--- config.mk ---
export PLATFORM = sky130hd
export DESIGN_NAME = lru_key_value_cache
export DESIGN_NICKNAME = d
export VERILOG_FILES = /design/src/hw/rtl/lkv_pkg.sv /design/src/hw/rtl/lkv_store.sv /design/src/hw/rtl/lkv_ctrl.sv /design/src/hw/rtl/lru_key_value_cache.sv
export VERILOG_INCLUDE_DIRS = /design/src /design/src/hw/rtl
export SDC_FILE = /design/constraint.sdc
export NUM_CORES = 1
export LEC_CHECK = 0
export BUFFER_PORTS_ARGS = -buffer_cell sky130_fd_sc_hd__buf_4
export CORE_MARGIN = 10
export CORE_UTILIZATION = 45
export CTS_CLUSTER_DIAMETER = 50
export DETAILED_ROUTE_END_ITERATION = 16
export GPL_ROUTABILITY_DRIVEN = 0
export HOLD_SLACK_MARGIN = 0.03
export PLACE_DENSITY = 0.59
export SETUP_SLACK_MARGIN = 0.1
export SLEW_MARGIN = 40
export SYNTH_ARGS = -nofsm -noshare
export SYNTH_HDL_FRONTEND = slang
export SYNTH_SLANG_ARGS = --single-unit
--- constraint.sdc ---
create_clock -name clk -period 6.2 [get_ports clk]
set_input_delay 1.24 -clock clk [delete_from_list [all_inputs] [get_ports clk]]
set_output_delay 1.24 -clock clk [all_outputs]
set_load 0.02 [all_outputs]
--- src/hw/rtl/lru_key_value_cache_assert.svh ---
// Assertion macros used by the cache controller RTL.
`ifndef LRU_KEY_VALUE_CACHE_ASSERT_SVH
`define LRU_KEY_VALUE_CACHE_ASSERT_SVH

`ifndef ASSERT_OFF

`define LKV_ASSERT_IMPLIES(label, clk, rst_n, ante, cons) \
    label: assert property (@(posedge clk) disable iff (!rst_n) (ante) |-> (cons)) \
        else $error("lkv assertion failed");

`define LKV_ASSERT_NEXT(label, clk, rst_n, ante, cons) \
    label: assert property (@(posedge clk) disable iff (!rst_n) (ante) |=> (cons)) \
        else $error("lkv assertion failed");

`else

`define LKV_ASSERT_IMPLIES(label, clk, rst_n, ante, cons)

`define LKV_ASSERT_NEXT(label, clk, rst_n, ante, cons)

`endif

`endif

--- src/hw/rtl/lkv_pkg.sv ---
package lkv_pkg;

    localparam int ENTRIES    = 16;
    localparam int KEY_BITS   = 32;
    localparam int VALUE_BITS = 16;

    localparam int IDX_W = (ENTRIES > 1) ? $clog2(ENTRIES) : 1;
    localparam int CNT_W = $clog2(ENTRIES + 1);
    localparam int CAP_W = 5;
    localparam int CMP_W = (CAP_W > CNT_W) ? CAP_W : CNT_W;

    localparam int S_DATA_W = ((KEY_BITS + VALUE_BITS + 7) / 8) * 8;
    localparam int M_DATA_W = ((2 * VALUE_BITS + 7) / 8) * 8;

    localparam int PADDR_W = 3;
    localparam int PDATA_W = 32;

    localparam logic [CAP_W-1:0] CAPACITY_RESET = CAP_W'(16);
    localparam logic             REG_CAPACITY   = 1'b0;

    typedef enum logic [4:0] {
        ST_IDLE   = 5'b00001,
        ST_SEARCH = 5'b00010,
        ST_DECIDE = 5'b00100,
        ST_UPDATE = 5'b01000,
        ST_FINISH = 5'b10000
    } state_t;

    typedef struct packed {
        logic                  rank_we;
        logic [IDX_W-1:0]      rank_addr;
        logic [IDX_W-1:0]      rank_data;
        logic                  key_we;
        logic                  value_we;
        logic [IDX_W-1:0]      slot;
        logic [KEY_BITS-1:0]   key;
        logic [VALUE_BITS-1:0] value;
    } store_wr_t;

    typedef struct packed {
        logic [KEY_BITS-1:0]   key;
        logic [VALUE_BITS-1:0] value;
        logic [IDX_W-1:0]      rank;
    } store_rd_t;

endpackage

--- src/hw/rtl/lkv_store.sv ---
module lkv_store
#(
    parameter  int WIDTH  = 8,
    parameter  int DEPTH  = 16,
    localparam int ADDR_W = (DEPTH > 1) ? $clog2(DEPTH) : 1
)
(
    input  logic              clk,
    input  logic              we,
    input  logic [ADDR_W-1:0] waddr,
    input  logic [WIDTH-1:0]  wdata,
    input  logic [ADDR_W-1:0] raddr,
    output logic [WIDTH-1:0]  rdata
);

    logic [WIDTH-1:0] ram_reg [DEPTH];
    logic [WIDTH-1:0] rdata_reg;

    always_ff @(posedge clk)
    begin
        if (we)
        begin
            ram_reg[waddr] <= wdata;
        end
        rdata_reg <= ram_reg[raddr];
    end

    assign rdata = rdata_reg;

endmodule

--- src/hw/rtl/lkv_ctrl.sv ---
`include "lru_key_value_cache_assert.svh"

module lkv_ctrl
    import lkv_pkg::*;
(
    input  logic                  clk,
    input  logic                  rst_n,
    input  logic [CAP_W-1:0]      capacity,
    input  logic                  in_valid,
    output logic                  in_ready,
    input  logic                  in_mode,
    input  logic [KEY_BITS-1:0]   in_key,
    input  logic [VALUE_BITS-1:0] in_value,
    output logic                  out_valid,
    input  logic                  out_ready,
    output logic                  out_hit,
    output logic [VALUE_BITS-1:0] out_read_value,
    output logic                  out_evicted,
    output logic [VALUE_BITS-1:0] out_evicted_value,
    output store_wr_t             wr,
    output logic [IDX_W-1:0]      rd_addr,
    input  store_rd_t             rd
);

    state_t                state_reg, state_next;
    logic [CNT_W-1:0]      idx_reg, idx_next;
    logic [CNT_W-1:0]      used_count_reg, used_count_next;
    logic                  out_valid_reg, out_valid_next;

    logic                  mode_reg, mode_next;
    logic [KEY_BITS-1:0]   key_reg, key_next;
    logic [VALUE_BITS-1:0] value_reg, value_next;
    logic                  found_reg, found_next;
    logic [IDX_W-1:0]      match_rank_reg, match_rank_next;
    logic [IDX_W-1:0]      match_idx_reg, match_idx_next;
    logic [VALUE_BITS-1:0] match_value_reg, match_value_next;
    logic [IDX_W-1:0]      worst_idx_reg, worst_idx_next;
    logic [IDX_W-1:0]      worst_rank_reg, worst_rank_next;
    logic [VALUE_BITS-1:0] worst_value_reg, worst_value_next;
    logic [IDX_W-1:0]      slot_reg, slot_next;
    logic [IDX_W-1:0]      old_rank_reg, old_rank_next;
    logic                  insert_reg, insert_next;
    logic                  out_hit_reg, out_hit_next;
    logic [VALUE_BITS-1:0] out_rd_reg, out_rd_next;
    logic                  out_ev_reg, out_ev_next;
    logic [VALUE_BITS-1:0] out_evv_reg, out_evv_next;

    logic [IDX_W-1:0]      idx_cur;
    logic                  scan_done;
    logic                  out_free;
    logic [CAP_W-1:0]      cap_eff;
    logic                  room;

    assign idx_cur   = idx_reg[IDX_W-1:0];
    assign scan_done = (idx_reg == used_count_reg);
    assign out_free  = !out_valid_reg || out_ready;
    assign cap_eff   = (capacity == '0) ? CAP_W'(1) : capacity;
    assign room      = (CMP_W'(used_count_reg) < CMP_W'(ENTRIES))
                    && (CMP_W'(used_count_reg) < CMP_W'(cap_eff));

    assign in_ready = (state_reg == ST_IDLE);
    assign rd_addr  = idx_next[IDX_W-1:0];

    always_comb
    begin
        state_next       = state_reg;
        idx_next         = idx_reg;
        used_count_next  = used_count_reg;
        out_valid_next   = out_valid_reg;
        mode_next        = mode_reg;
        key_next         = key_reg;
        value_next       = value_reg;
        found_next       = found_reg;
        match_rank_next  = match_rank_reg;
        match_idx_next   = match_idx_reg;
        match_value_next = match_value_reg;
        worst_idx_next   = worst_idx_reg;
        worst_rank_next  = worst_rank_reg;
        worst_value_next = worst_value_reg;
        slot_next        = slot_reg;
        old_rank_next    = old_rank_reg;
        insert_next      = insert_reg;
        out_hit_next     = out_hit_reg;
        out_rd_next      = out_rd_reg;
        out_ev_next      = out_ev_reg;
        out_evv_next     = out_evv_reg;

        wr           = '0;
        wr.rank_addr = idx_cur;
        wr.slot      = slot_reg;
        wr.key       = key_reg;
        wr.value     = value_reg;

        if (out_valid_reg && out_ready)
        begin
            out_valid_next = 1'b0;
        end

        case (state_reg)
            ST_IDLE:
            begin
                if (in_valid)
                begin
                    mode_next  = in_mode;
                    key_next   = in_key;
                    value_next = in_value;
                    found_next = 1'b0;
                    idx_next   = '0;
                    state_next = ST_SEARCH;
                end
            end
            ST_SEARCH:
            begin
                if (scan_done)
                begin
                    state_next = ST_DECIDE;
                end
                else
                begin
                    if (!found_reg && (rd.key == key_reg))
                    begin
                        found_next       = 1'b1;
                        match_idx_next   = idx_cur;
                        match_rank_next  = rd.rank;
                        match_value_next = rd.value;
                    end
                    if ((idx_reg == '0) || (rd.rank > worst_rank_reg))
                    begin
                        worst_idx_next   = idx_cur;
                        worst_rank_next  = rd.rank;
                        worst_value_next = rd.value;
                    end
                    idx_next = idx_reg + CNT_W'(1);
                end
            end
            ST_DECIDE:
            begin
                insert_next = 1'b0;
                if (found_reg)
                begin
                    slot_next     = match_idx_reg;
                    old_rank_next = match_rank_reg;
                end
                else if (room)
                begin
                    insert_next   = 1'b1;
                    slot_next     = used_count_reg[IDX_W-1:0];
                    old_rank_next = used_count_reg[IDX_W-1:0];
                end
                else
                begin
                    slot_next     = worst_idx_reg;
                    old_rank_next = worst_rank_reg;
                end
                idx_next   = '0;
                state_next = (found_reg || mode_reg) ? ST_UPDATE : ST_FINISH;
            end
            ST_UPDATE:
            begin
                if (scan_done)
                begin
                    state_next = ST_FINISH;
                end
                else
                begin
                    // age every entry more recent than the one being promoted
                    if ((idx_cur != slot_reg) && (insert_reg || (rd.rank < old_rank_reg)))
                    begin
                        wr.rank_we   = 1'b1;
                        wr.rank_data = rd.rank + IDX_W'(1);
                    end
                    idx_next = idx_reg + CNT_W'(1);
                end
            end
            ST_FINISH:
            begin
                if (out_free)
                begin
                    wr.rank_we   = found_reg || mode_reg;
                    wr.rank_addr = slot_reg;
                    wr.rank_data = '0;
                    wr.value_we  = mode_reg;
                    wr.key_we    = mode_reg && !found_reg;
                    if (mode_reg && !found_reg && insert_reg)
                    begin
                        used_count_next = used_count_reg + CNT_W'(1);
                    end
                    out_valid_next = 1'b1;
                    out_hit_next   = found_reg;
                    out_rd_next    = (found_reg && !mode_reg) ? match_value_reg : '0;
                    out_ev_next    = mode_reg && !found_reg && !insert_reg;
                    out_evv_next   = (mode_reg && !found_reg && !insert_reg)
                                   ? worst_value_reg : '0;
                    state_next     = ST_IDLE;
                end
            end
            default:
            begin
                state_next = ST_IDLE;
            end
        endcase
    end

    always_ff @(posedge clk or negedge rst_n)
    begin
        if (!rst_n)
        begin
            state_reg      <= ST_IDLE;
            idx_reg        <= '0;
            used_count_reg <= '0;
            out_valid_reg  <= 1'b0;
        end
        else
        begin
            state_reg      <= state_next;
            idx_reg        <= idx_next;
            used_count_reg <= used_count_next;
            out_valid_reg  <= out_valid_next;
        end
    end

    always_ff @(posedge clk)
    begin
        mode_reg        <= mode_next;
        key_reg         <= key_next;
        value_reg       <= value_next;
        found_reg       <= found_next;
        match_rank_reg  <= match_rank_next;
        match_idx_reg   <= match_idx_next;
        match_value_reg <= match_value_next;
        worst_idx_reg   <= worst_idx_next;
        worst_rank_reg  <= worst_rank_next;
        worst_value_reg <= worst_value_next;
        slot_reg        <= slot_next;
        old_rank_reg    <= old_rank_next;
        insert_reg      <= insert_next;
        out_hit_reg     <= out_hit_next;
        out_rd_reg      <= out_rd_next;
        out_ev_reg      <= out_ev_next;
        out_evv_reg     <= out_evv_next;
    end

    assign out_valid         = out_valid_reg;
    assign out_hit           = out_hit_reg;
    assign out_read_value    = out_rd_reg;
    assign out_evicted       = out_ev_reg;
    assign out_evicted_value = out_evv_reg;

    `LKV_ASSERT_IMPLIES(a_used_bound, clk, rst_n, 1'b1, used_count_reg <= CNT_W'(ENTRIES))
    `LKV_ASSERT_IMPLIES(a_used_step, clk, rst_n, used_count_reg != $past(used_count_reg), used_count_reg == $past(used_count_reg) + CNT_W'(1))
    `LKV_ASSERT_IMPLIES(a_result_from_finish, clk, rst_n, out_valid_reg && !$past(out_valid_reg), $past(state_reg) == ST_FINISH)
    `LKV_ASSERT_IMPLIES(a_evict_is_miss, clk, rst_n, out_valid_reg && out_ev_reg, !out_hit_reg)
    `LKV_ASSERT_IMPLIES(a_read_needs_hit, clk, rst_n, out_valid_reg && (out_rd_reg != '0), out_hit_reg && !out_ev_reg)

endmodule

--- src/hw/rtl/lru_key_value_cache.sv ---
// Each item makes one search pass over the entries in use and, unless it is a get that
// misses, one rank pass; one entry a cycle. A new item is accepted only once the
// controller is idle again; a result waiting in the output register does not block
// the scan of the next item.
// Reset: used count cleared, capacity set to 16; entry storage is not cleared.
module lru_key_value_cache
    import lkv_pkg::*;
(
    input  logic                clk,
    input  logic                rst_n,
    input  logic                psel,
    input  logic                penable,
    input  logic                pwrite,
    input  logic [PADDR_W-1:0]  paddr,
    input  logic [PDATA_W-1:0]  pwdata,
    output logic [PDATA_W-1:0]  prdata,
    output logic                pready,
    input  logic                s_tvalid,
    output logic                s_tready,
    input  logic [S_DATA_W-1:0] s_tdata,   // key, value
    input  logic [0:0]          s_tuser,   // mode
    output logic                m_tvalid,
    input  logic                m_tready,
    output logic [M_DATA_W-1:0] m_tdata,   // read_value, evicted_value
    output logic [1:0]          m_tuser    // hit, evicted
);

    logic [CAP_W-1:0]      capacity_reg;
    store_wr_t             wr;
    store_rd_t             rd;
    logic [IDX_W-1:0]      rd_addr;
    logic [KEY_BITS-1:0]   rd_key;
    logic [VALUE_BITS-1:0] rd_value;
    logic [IDX_W-1:0]      rd_rank;
    logic                  out_hit;
    logic                  out_evicted;
    logic [VALUE_BITS-1:0] out_read_value;
    logic [VALUE_BITS-1:0] out_evicted_value;

    assign pready = 1'b1;

    always_ff @(posedge clk or negedge rst_n)
    begin
        if (!rst_n)
        begin
            capacity_reg <= CAPACITY_RESET;
        end
        else if (psel && penable && pwrite && (paddr[2] == REG_CAPACITY))
        begin
            capacity_reg <= pwdata[CAP_W-1:0];
        end
    end

    assign prdata = (paddr[2] == REG_CAPACITY) ? PDATA_W'(capacity_reg) : '0;

    lkv_ctrl u_ctrl (
        .clk               (clk),
        .rst_n             (rst_n),
        .capacity          (capacity_reg),
        .in_valid          (s_tvalid),
        .in_ready          (s_tready),
        .in_mode           (s_tuser[0]),
        .in_key            (s_tdata[KEY_BITS-1:0]),
        .in_value          (s_tdata[KEY_BITS+VALUE_BITS-1:KEY_BITS]),
        .out_valid         (m_tvalid),
        .out_ready         (m_tready),
        .out_hit           (out_hit),
        .out_read_value    (out_read_value),
        .out_evicted       (out_evicted),
        .out_evicted_value (out_evicted_value),
        .wr                (wr),
        .rd_addr           (rd_addr),
        .rd                (rd)
    );

    lkv_store #(
        .WIDTH (KEY_BITS),
        .DEPTH (ENTRIES)
    ) u_key_ram (
        .clk   (clk),
        .we    (wr.key_we),
        .waddr (wr.slot),
        .wdata (wr.key),
        .raddr (rd_addr),
        .rdata (rd_key)
    );

    lkv_store #(
        .WIDTH (VALUE_BITS),
        .DEPTH (ENTRIES)
    ) u_value_ram (
        .clk   (clk),
        .we    (wr.value_we),
        .waddr (wr.slot),
        .wdata (wr.value),
        .raddr (rd_addr),
        .rdata (rd_value)
    );

    lkv_store #(
        .WIDTH (IDX_W),
        .DEPTH (ENTRIES)
    ) u_rank_ram (
        .clk   (clk),
        .we    (wr.rank_we),
        .waddr (wr.rank_addr),
        .wdata (wr.rank_data),
        .raddr (rd_addr),
        .rdata (rd_rank)
    );

    assign rd = {rd_key, rd_value, rd_rank};

    assign m_tdata = M_DATA_W'({out_evicted_value, out_read_value});
    assign m_tuser = {out_evicted, out_hit};

endmodule

# Word level (Yosys, flattened, before mapping)
# Memory sizes are Yosys's and may differ from the RTL's. A register that Yosys moved wholly into a read port is not among the register bits.
# Cells that the tools add are included.
[op_classes] n_eq_ne=15 muxes=38 bitwise_logic=2 add_sub_neg=3 reduce_logical=32 n_lt_le_gt_ge=4
[ops] cell="2-to-1 mux 5 bit" n=9
[ops] cell="equality test 32 bit" n=1
[ops] cell="2-to-1 mux 4 bit" n=7
[ops] cell="case mux 5 bit (5 select lines)" n=1
[ops] cell="2-to-1 mux 1 bit" n=15
[ops] cell="case mux 5 bit (3 select lines)" n=1
[ops] cell="AND reduction 3 bit" n=4
[ops] cell="logical AND 1 bit" n=11
[ops] cell="2-to-1 mux 11 bit" n=1
[ops] cell="adder 5 x 1 -> 5 bit, second input constant" n=2
[ops] cell="logical NOT 5 bit" n=2
[ops] cell="!= test 2 x 1 -> 1 bit, second input constant" n=4
[ops] cell="case mux 4 bit (2 select lines)" n=1
[ops] cell="AND reduction 4 bit" n=2
[ops] cell="!= test 2 bit, second input constant" n=3
[ops] cell="equality test 5 x 1 -> 1 bit, second input constant" n=1
[ops] cell="equality test 5 x 2 -> 1 bit, second input constant" n=1
[ops] cell="equality test 5 x 3 -> 1 bit, second input constant" n=1
[ops] cell="equality test 5 x 4 -> 1 bit, second input constant" n=1
[ops] cell="equality test 5 bit" n=1
[ops] cell="equality test 5 bit, second input constant" n=1
[ops] cell="less-than comparator 5 bit" n=1
[ops] cell="less-than comparator 5 bit, second input constant" n=1
[ops] cell="adder 4 x 1 -> 4 bit, second input constant" n=1
[ops] cell="12 further kinds" n=21
[totals] ramBits=832 n_memories=3 ff_bits=162 wordCells=120
[memory_table] name="u_key_ram.ram_reg" depth=16 width=32 read_ports=1 rd_clocked_by_memory_dff=1 wr=1 line="lkv_store.sv:16" source="logic [WIDTH-1:0] ram_reg [DEPTH];"
[memory_table] name="u_value_ram.ram_reg" depth=16 width=16 read_ports=1 rd_clocked_by_memory_dff=1 wr=1 line="lkv_store.sv:16"
[memory_table] name="u_rank_ram.ram_reg" depth=16 width=4 read_ports=1 rd_clocked_by_memory_dff=1 wr=1 line="lkv_store.sv:16"

# Longest topological paths before layout
# Gate-level depths: netlist of the first run.
[logic_depth] ltp_word=8 mapped_depth=14 ltp_nobuf=9

# Modules after synthesis
# A second synthesis of the first run with hierarchy kept.
[hier_totals] hier_cells=1877 hier_area_um2=39519.2
[modules_own_cells] mod="lkv_store (u_key_ram)" n_inst=1 area_each_um2=19854.0 seq_area_each_um2=16015.4 cells_per_inst=838
[modules_own_cells] mod="lkv_store (u_value_ram)" n_inst=1 area_each_um2=10043.4 seq_area_each_um2=8007.7 cells_per_inst=432
[modules_own_cells] mod="lkv_ctrl" n_inst=1 area_each_um2=6472.5 seq_area_each_um2=4635.7 cells_per_inst=429
[modules_own_cells] mod="lkv_store (u_rank_ram)" n_inst=1 area_each_um2=2666.3 seq_area_each_um2=2001.9 cells_per_inst=130
[modules_own_cells] mod="lru_key_value_cache" n_inst=1 area_each_um2=483.0 seq_area_each_um2=126.4 cells_per_inst=48

# Least setup slack after synthesis of the first run
# Ideal clock, no wire load.
[synth_path] kind="input to register" start="in m_tready" end="mem u_key_ram.ram_reg[1][0] (netlist name) (enable)" slack_ps=904 t_arrival_ps=4835 cell_stages=7 n_path_buf=0 path_cell_list="nand2b_1 > nand3_1 > clkinv_1 > nand2_1 > nor2_1 > nand2_1 > nor3_1"
[synth_via] elab_chain_len=5
[synth_lines] element="start: declaration" line="lru_key_value_cache.sv:23" source="input logic m_tready,"
[synth_lines] element="logical OR 1 bit" line="lkv_ctrl.sv:56" source="assign out_free = !out_valid_reg || out_ready;"
[synth_lines] element="2-to-1 mux 11 bit" line="lkv_ctrl.sv:177" source="if (out_free)"
[synth_lines] element="2-to-1 mux 2 bit" line="lkv_ctrl.sv:99" source="case (state_reg)"
[synth_lines] element="2-to-1 mux 1 bit" line="lkv_store.sv:21" source="if (we)"
[synth_lines] element="2-to-1 mux 1 bit (not written as such)" line="lkv_store.sv:23" source="ram_reg[waddr] <= wdata;"
[synth_lines] element="end: declaration" line="lkv_store.sv:16"
# No other way between the ends.

# Final worst setup path of the first run
[layout_path] start="reg u_ctrl.idx_reg[1]" end="reg u_key_ram.rdata_reg[7], in the netlist u_key_ram.rdata[7], read port of u_key_ram.ram_reg"
[layout_via] elab_chain_len=3 elab_cells_between_ends=5 classes_between="1 x add/sub; 1 x eq/ne; 3 x mux"
[layout_lines] element="start: declaration" line="lkv_ctrl.sv:26" source="logic [CNT_W-1:0] idx_reg, idx_next;"
[layout_lines] element="start signal: assignment" line="lkv_ctrl.sv:216" source="idx_reg <= idx_next;"
[layout_lines] element="adder 5 x 1 -> 5 bit or equality test 5 bit (tied branches)" line="lkv_ctrl.sv:133, lkv_ctrl.sv:172, lkv_ctrl.sv:55"
[layout_lines] element="2-to-1 mux 5 bit" line="lkv_ctrl.sv:114, lkv_ctrl.sv:160"
[layout_lines] element="case mux 5 bit (3 select lines) *" line="lkv_ctrl.sv:99"
[layout_lines] element="end: declaration" line="lkv_store.sv:17" source="logic [WIDTH-1:0] rdata_reg;"
# Every way passes the cells marked *; elsewhere a longest branch is shown, timed or not. The select of a mux whose other input is x is not followed.
# A chain may end at the register's enable or synchronous reset.

==> results of run 1 <==
-- layer usage --
metal	vias up	track usage
met4	2	0.0728
met2	1228	0.323
met3	209	0.0471
met5	-	0
li1	11200	-
met1	13200	0.285
-- cell families after synthesis --
family / Yosys count
other cells: 2
buf+inv: 304
mux: 114
simple gates: 579
compound gates: 605
xor+xnor: 48
fa+ha+maj: 15
flops: 1046
-- cell usage in the layout, fill, tap and decap left out, drive strengths merged, types with 24 or more instances in the layout --
master and n:
mux2i 56, o21ai 38, o211a 25, nand2 144, edfxtp 973, inv 40, a211oi 28, conb 28
xor2 37, clkinv 40, or4 27, nand4 28, a22oi 24, a311oi 78, a21oi 45, o31ai 25
nor4 113, clkbuf 143, a2111oi 54, buf 186, nor2 48, o31a 100, dfxtp 52, mux2 58
and2 52, a221oi 163, and4 109
-- metrics by stage --
stage                      util  worst slack (ns)
after floorplan               -             0.904
after global routing      0.522              1.59
after CTS                 0.521              1.84
after detailed placement  0.478              1.40
final                     0.522              1.70
after global placement    0.476              1.49
-- power groups by stage --
stage                     clock network [mW]  registers [mW]  logic (mW)
final                                   7.11            8.54       0.775
after global routing                    7.53            8.58       0.835
after CTS                               7.22            8.54       0.770
after detailed placement                   0            8.68       0.768
after global placement                     0            8.66       0.755
after floorplan                            0            8.52       0.508
-- path summary, 6_finish.rpt --
kind                                        from                    endpoint  slack (ns)  depth (start not counted)
max                            u_ctrl.idx_reg[1]          u_key_ram.rdata[7]        1.70                         10
min                        u_value_ram.rdata[13]  u_ctrl.worst_value_reg[13]        0.43                          0
max reg2reg                    u_ctrl.idx_reg[1]          u_key_ram.rdata[7]        1.70                         10
min reg2reg                u_value_ram.rdata[13]  u_ctrl.worst_value_reg[13]        0.43                          0
max in group asynchronous                  rst_n         u_ctrl.state_reg[0]        5.46                          1
min in group asynchronous                  rst_n           u_ctrl.idx_reg[0]        0.44                          1
-- final cells by class --
cell class | count | area [sq um] | area share
Antenna cell | 1 | 2.50 | 0.0000512
Clock buffer | 143 | 3090 | 0.0631
Clock inverter | 78 | 930 | 0.0190
Inverter | 26 | 104 | 0.00212
Multi-Input combinational cell | 1389 | 10800 | 0.220
Sequential cell | 1046 | 30800 | 0.630
Tap cell | 1254 | 1570 | 0.0321
Timing Repair Buffer | 186 | 1630 | 0.0333
==> results.md, run 1 <==
- IO Port Bufs: 102
- Mux share of post-synthesis cell area: 0.0285
- Std-Cell Rows: 112
- M1 wire length: a little under 50,000 um
- CTS tree: yes
- Clk_lat worst skew: a little over 0.7 ns
- Synth Area in XOR/XNOR: 0.0100
- Dpl cell area: 44,800 sq um
- Post-synth top flop: edfxtp_1
- Initial DRC count: about 2,700
- Clock power share: 0.433
- CP endpoint kind: flip-flop
- Final min period: 4.50 ns
- Vias: around 26,000
- DR WL/cell: 28.0 um
- WS Path Type: flip-flop to flip-flop
- Post-Syn Area per Cell: between 15 and 20 sq um
- Main combinational cell family by area after synthesis: compound AO/OA/AOI/OAI gates
- Area leader, netlist: edfxtp_1
- Pwr per Cell Area: 336 nW/um^2
- Final setup TNS: 0 ns
- Synth top area cells: edfxtp_1, a221oi_1, dfxtp_1
- Pwr Total: 16.4 mW
- Final HPWL DP: approximately 62,000 um
- DRC viols: 0
- Die X: 328 um
- Synth Area in Compound Gates: 0.118
- Warnings, synthesis: 0
- WL met3: 9570 um
- Max Cap Viol: 0
- H-tree depth: 3
- Synth unique cells: 76
- Synth Area in Simple Gates: 0.0817
- Critical-path cell list: xnor2_1 > and3_1 > a21boi_4 > nor3_2 > inv_6 > buf_12 > buf_16 > a221oi_1 > a311oi_1 > or4_1
- Die height: 328 um
- Reg clk slew, reported paths: around 0.06 ns
- Seq pwr share: 0.520
- Yosys reg bits: 1,046
- Unrepaired setup endpoints after global routing: false
- Total GRT Usage: 0.208
- Most frequent cell after synthesis: edfxtp_1
- Post-cts resize count: 0
- Post-Synth Adder-Cell Area: 0.00441
- Final std cells w/o fill: 4,123
- Cell-internal power: 12.7 mW
- EDFF count, synth: 973
- Total wire length: about 120,000 um
- Starting Density: 0.455
- # nets final: roughly 2,900
- CTS sink cnt: 1,046
- Worst path arrival time: 5.07 ns
- Crit path max fanout: 118
- Filler instances: around 7,700
- Finished Cell Area: 48,900 sq um
- Worst-Margin Slew: ~0.85 ns
- Layout cells sized above 1: 0.181
- Seq/Total Area, Yosys: 0.723
- Top cells by count, synth: edfxtp_1, a221oi_1, clkbuf_1, nand2_1, nor4_1
- CP startpoint kind: flip-flop
- Initial antenna violation count: 4
- Req. time, crit path: 6.76 ns
- Worst hold path type: flip-flop to flip-flop
- Synth Instances: around 2,700
- Clock Path Buffers: 3
- Number of global-route vias before repair: 25,700
- Largest net degree at the start of global routing: 164
- Post-Syn Area: between 40,000 and 50,000 sq um
- Root Buffer: clkbuf_16
- Die area: 107,000 sq um
- Leakage power: ~16 nW
- Tcrit/Tclk final: 0.726
- Hold Vio Cnt, Final: 0
- Max reg flops: 512
- IO Count: 160
- Setup Buffers After CTS: 0
- Routed Antenna Nets: 0
- Net Switching: 3.76 mW
- Syn-to-layout area delta: 14.8%
- Logic pwr share: 0.047
- First-pass GRT wire length: 169,000 um
- Max-slew violation count: 0
- Hold_buf cts: 0
- Fmax: 222 MHz
- Via/cell ratio: 6.28
- Dpl cells: roughly 4,000
- Final setup violation count: 0
- CTS Buf Count: 117
- Top cell type's share of synthesized area: 0.686
- TritonRoute pass-1 iters: 5
- Met2 WL post-DR: 53,500 um
- Final clock skew: 0.0303 ns
- Top sig layer: met5
- Status: finished clean
- Asr flop ratio synth: 0.0201
- Core ar.: 93,600 sq um
- Crit-path slowest cell: nor3_2
- CP delay by family, top: simple AND/OR/NAND/NOR gates
- Grt ovf: 0
- Switching Share: 0.229
- CP peak stage delay: 0.70 ns
- Final hold slack: 0.430 ns
- Headroom to the max-slew limit: 0.428
- VDD IR max: 274 uV
- WP buf/inv: 3
Power figures use the tool's default switching activity.
==> run 2, diff against run 1 <==
--- a/config.mk
+++ b/config.mk
@@ -6,6 +6,7 @@
 export SDC_FILE = /design/constraint.sdc
 export NUM_CORES = 1
 export LEC_CHECK = 0
+export ABC_AREA = 1
 export BUFFER_PORTS_ARGS = -buffer_cell sky130_fd_sc_hd__buf_4
 export CORE_MARGIN = 10
 export CORE_UTILIZATION = 45
@@ -13,7 +14,7 @@
 export DETAILED_ROUTE_END_ITERATION = 16
 export GPL_ROUTABILITY_DRIVEN = 0
 export HOLD_SLACK_MARGIN = 0.03
-export PLACE_DENSITY = 0.59
+export PLACE_DENSITY = 0.61
 export SETUP_SLACK_MARGIN = 0.1
 export SLEW_MARGIN = 40
 export SYNTH_ARGS = -nofsm -noshare
==> constraint.sdc (replaced) <==
create_clock -name clk -period 3.9 [get_ports clk]
set_input_delay 0.78 -clock clk [delete_from_list [all_inputs] [get_ports clk]]
set_output_delay 0.78 -clock clk [all_outputs]
set_load 0.02 [all_outputs]
==> run 2 against run 1 <==
  * Core utilization fell by 0.055 points
  * Clock skew rose by 0.0075 ns
  * Global-route usage fell by 1.4 points
  * Worst setup slack got worse by 0.97 ns
  * Register-to-register slack got worse by 0.97 ns
  * Non-clock buffer count rose by 17
  * Sequential share of layout area fell by 2.1 points
  * Critical path type unchanged
  * Highest routed layer unchanged
==> results.md, run 2 <==
- Status: finished clean
- Leakage power: about 21 nW
- Yosys reg bits: 1,046
- Post-Syn Area: 44,200 sq um
- Top cell type's share of synthesized area: 0.662
- Most common cell after layout, fill and taps aside: nand2_1
- Seq/Total Area, Yosys: 0.697
- Grt ovf: 0
- Worst hold path type: input pin to flip-flop
- Max-slew violation count: 0
- Pwr per Cell Area: 662 nW/um^2
- Vias: 29,200
- TritonRoute pass-1 iters: 5
- WS Path Type: flip-flop to flip-flop
- Most frequent cells in the layout: nand2_1, edfxtp_1, nand3_1
- Dpl cell area: 46,800 sq um
- Asr flop ratio synth: 0.0201
- Headroom to the max-slew limit: 0.431
- Starting Density: 0.455
- Std-Cell Rows: 114
- Core ar.: just under 100,000 sq um
- Top cells by count, synth: nand2_1, edfxtp_1, nand3_1, inv_1, buf_2
- Worst-Margin Slew: 0.854 ns
- Final HPWL DP: 56,800 um
- Initial antenna violation count: 5
- Hold_buf cts: 1
- Synth Instances: 4,081
- Routed Antenna Nets: 0
- Reg clk slew, reported paths: 0.06 ns
- Warnings, synthesis: 0
- # nets final: 4,283
- Max Cap Viol: 0
- Area leader, netlist: edfxtp_1
- Synth top area cells: edfxtp_1, nand3_1, nand2_1
- Max reg flops: 512
- Root Buffer: clkbuf_16
- Post-Syn Area per Cell: 10.8 sq um
- CTS Buf Count: approximately 120
- Post-synth top flop: edfxtp_1
- H-tree depth: 3
- Clock Path Buffers: 3
- Finished Cell Area: 50,600 sq um
- Worst path arrival time: 3.77 ns
- Crit path max fanout: 54
- Total GRT Usage: 0.194
- IO Port Bufs: a little over 100
- Number of global-route vias before repair: 27,100
- CTS sink cnt: 1,046
- CTS tree: yes
- Syn-to-layout area delta: 14.6%
- Setup Buffers After CTS: 0
- Final min period: 3.17 ns
- Largest net degree at the start of global routing: 154
- Total wire length: 111,000 um
- DR WL/cell: 19.9 um
- Unrepaired setup endpoints after global routing: false
- Hold Vio Cnt, Final: 0
- Layout cells sized above 1: 0.103
- EDFF count, synth: between 900 and 1,000
- Initial DRC count: 2,691
- Final clock skew: 0.0378 ns
- DRC viols: 0
- Final setup violation count: 0
- VDD IR max: 831 uV
- Req. time, crit path: between 4 and 5 ns
- Final core utilization: 0.522
- Post-cts resize count: 0
- Tcrit/Tclk final: 0.813
- Via/cell ratio: 5.25
- First-pass GRT wire length: 167,000 um
- Fmax: between 300 and 400 MHz
- Die area: 111,000 sq um
- Synth unique cells: 37
- IO Count: 160
- Pwr Total: 33.5 mW
- CP endpoint kind: flip-flop
- Die height: 333 um
- Clk_lat worst skew: 0.70 ns
- CP startpoint kind: flip-flop
- Die X: between 300 and 400 um
- Most frequent cell after synthesis: nand2_1
-- run 2: worst paths after layout --
kind | start | end | slack, ns | depth (start not counted)
max in group asynchronous | rst_n | u_ctrl.state_reg[0] | 3.09 | 2
min in group asynchronous | rst_n | capacity_reg[3] | 0.53 | 2
max | u_ctrl.idx_reg[0] | u_value_ram.rdata[11] | 0.73 | 16
min reg2reg | u_value_ram.rdata[10] | u_ctrl.worst_value_reg[10] | 0.43 | 0
min | s_tdata[26] | u_ctrl.key_reg[26] | 0.26 | 1
max reg2reg | u_ctrl.idx_reg[0] | u_value_ram.rdata[11] | 0.73 | 16
-- run 2: final cells by class --
class                      instances  area [sq um]
inverter                         545          2060
clock inverter                    72           512
multi-input combinational       2262         10400
timing repair buffer             203          1930
clock buffer                     153          3280
antenna                            1          2.50
tap                             1276          1600
fill                            8378         46400
sequential                      1046         30800
-- run 2: metal layers --
layer  up-vias  wire, um  track usage
met5         -        42            0
met4         8      2220       0.0534
met3       155      8330       0.0380
met2       988     51700        0.309
met1     14200     48600        0.271
li1      13900         -            -
-- run 2: logic make-up after synthesis --
logic type,Yosys count,share of synthesized area
adders and majority gates,15,0.00425
buffers and inverters,799,0.0747
other,2,0.000170
and+or+nand+nor,2143,0.213
xor gates and xnor gates,19,0.00377
DFF,1046,0.697
AOI/OAI and AO/OA,57,0.00725
-- run 2: worst max-delay path: stages (launching register included) --
cell and delay (ns):
dfrtp_1 0.56, inv_2 0.13, nand2_1 0.08, nand2_1 0.05, nor2_1 0.21, nand3_2 0.19
nand2_1 0.15, nand3_4 0.23, nand2_4 0.28, buf_12 0.28, buf_4 0.33, nand2_1 0.08
nand2_1 0.06, nand2_1 0.05, nand3_1 0.09, nand3_1 0.09, nand2_1 0.15
-- run 2: metrics by stage --
step	hold WS (ns)	cells	setup TNS, ns	setup slack (ns)
6_report	0.257	5558	0	0.729
5_1_grt	0.225	5557	0	0.535
4_1_cts	0.208	5556	0	0.790
3_5_place_dp	0.412	5330	0	0.824
3_3_place_gp	0.407	5329	0	0.757
2_1_floorplan	0.404	4107	-34.68	-0.0958
-- run 2: power breakdown --
part	total [mW]	switching, mW	internal [mW]
registers	13.8	0.557	13.2
logic	9.07	6.32	2.75
clock network	10.7	4.46	6.19
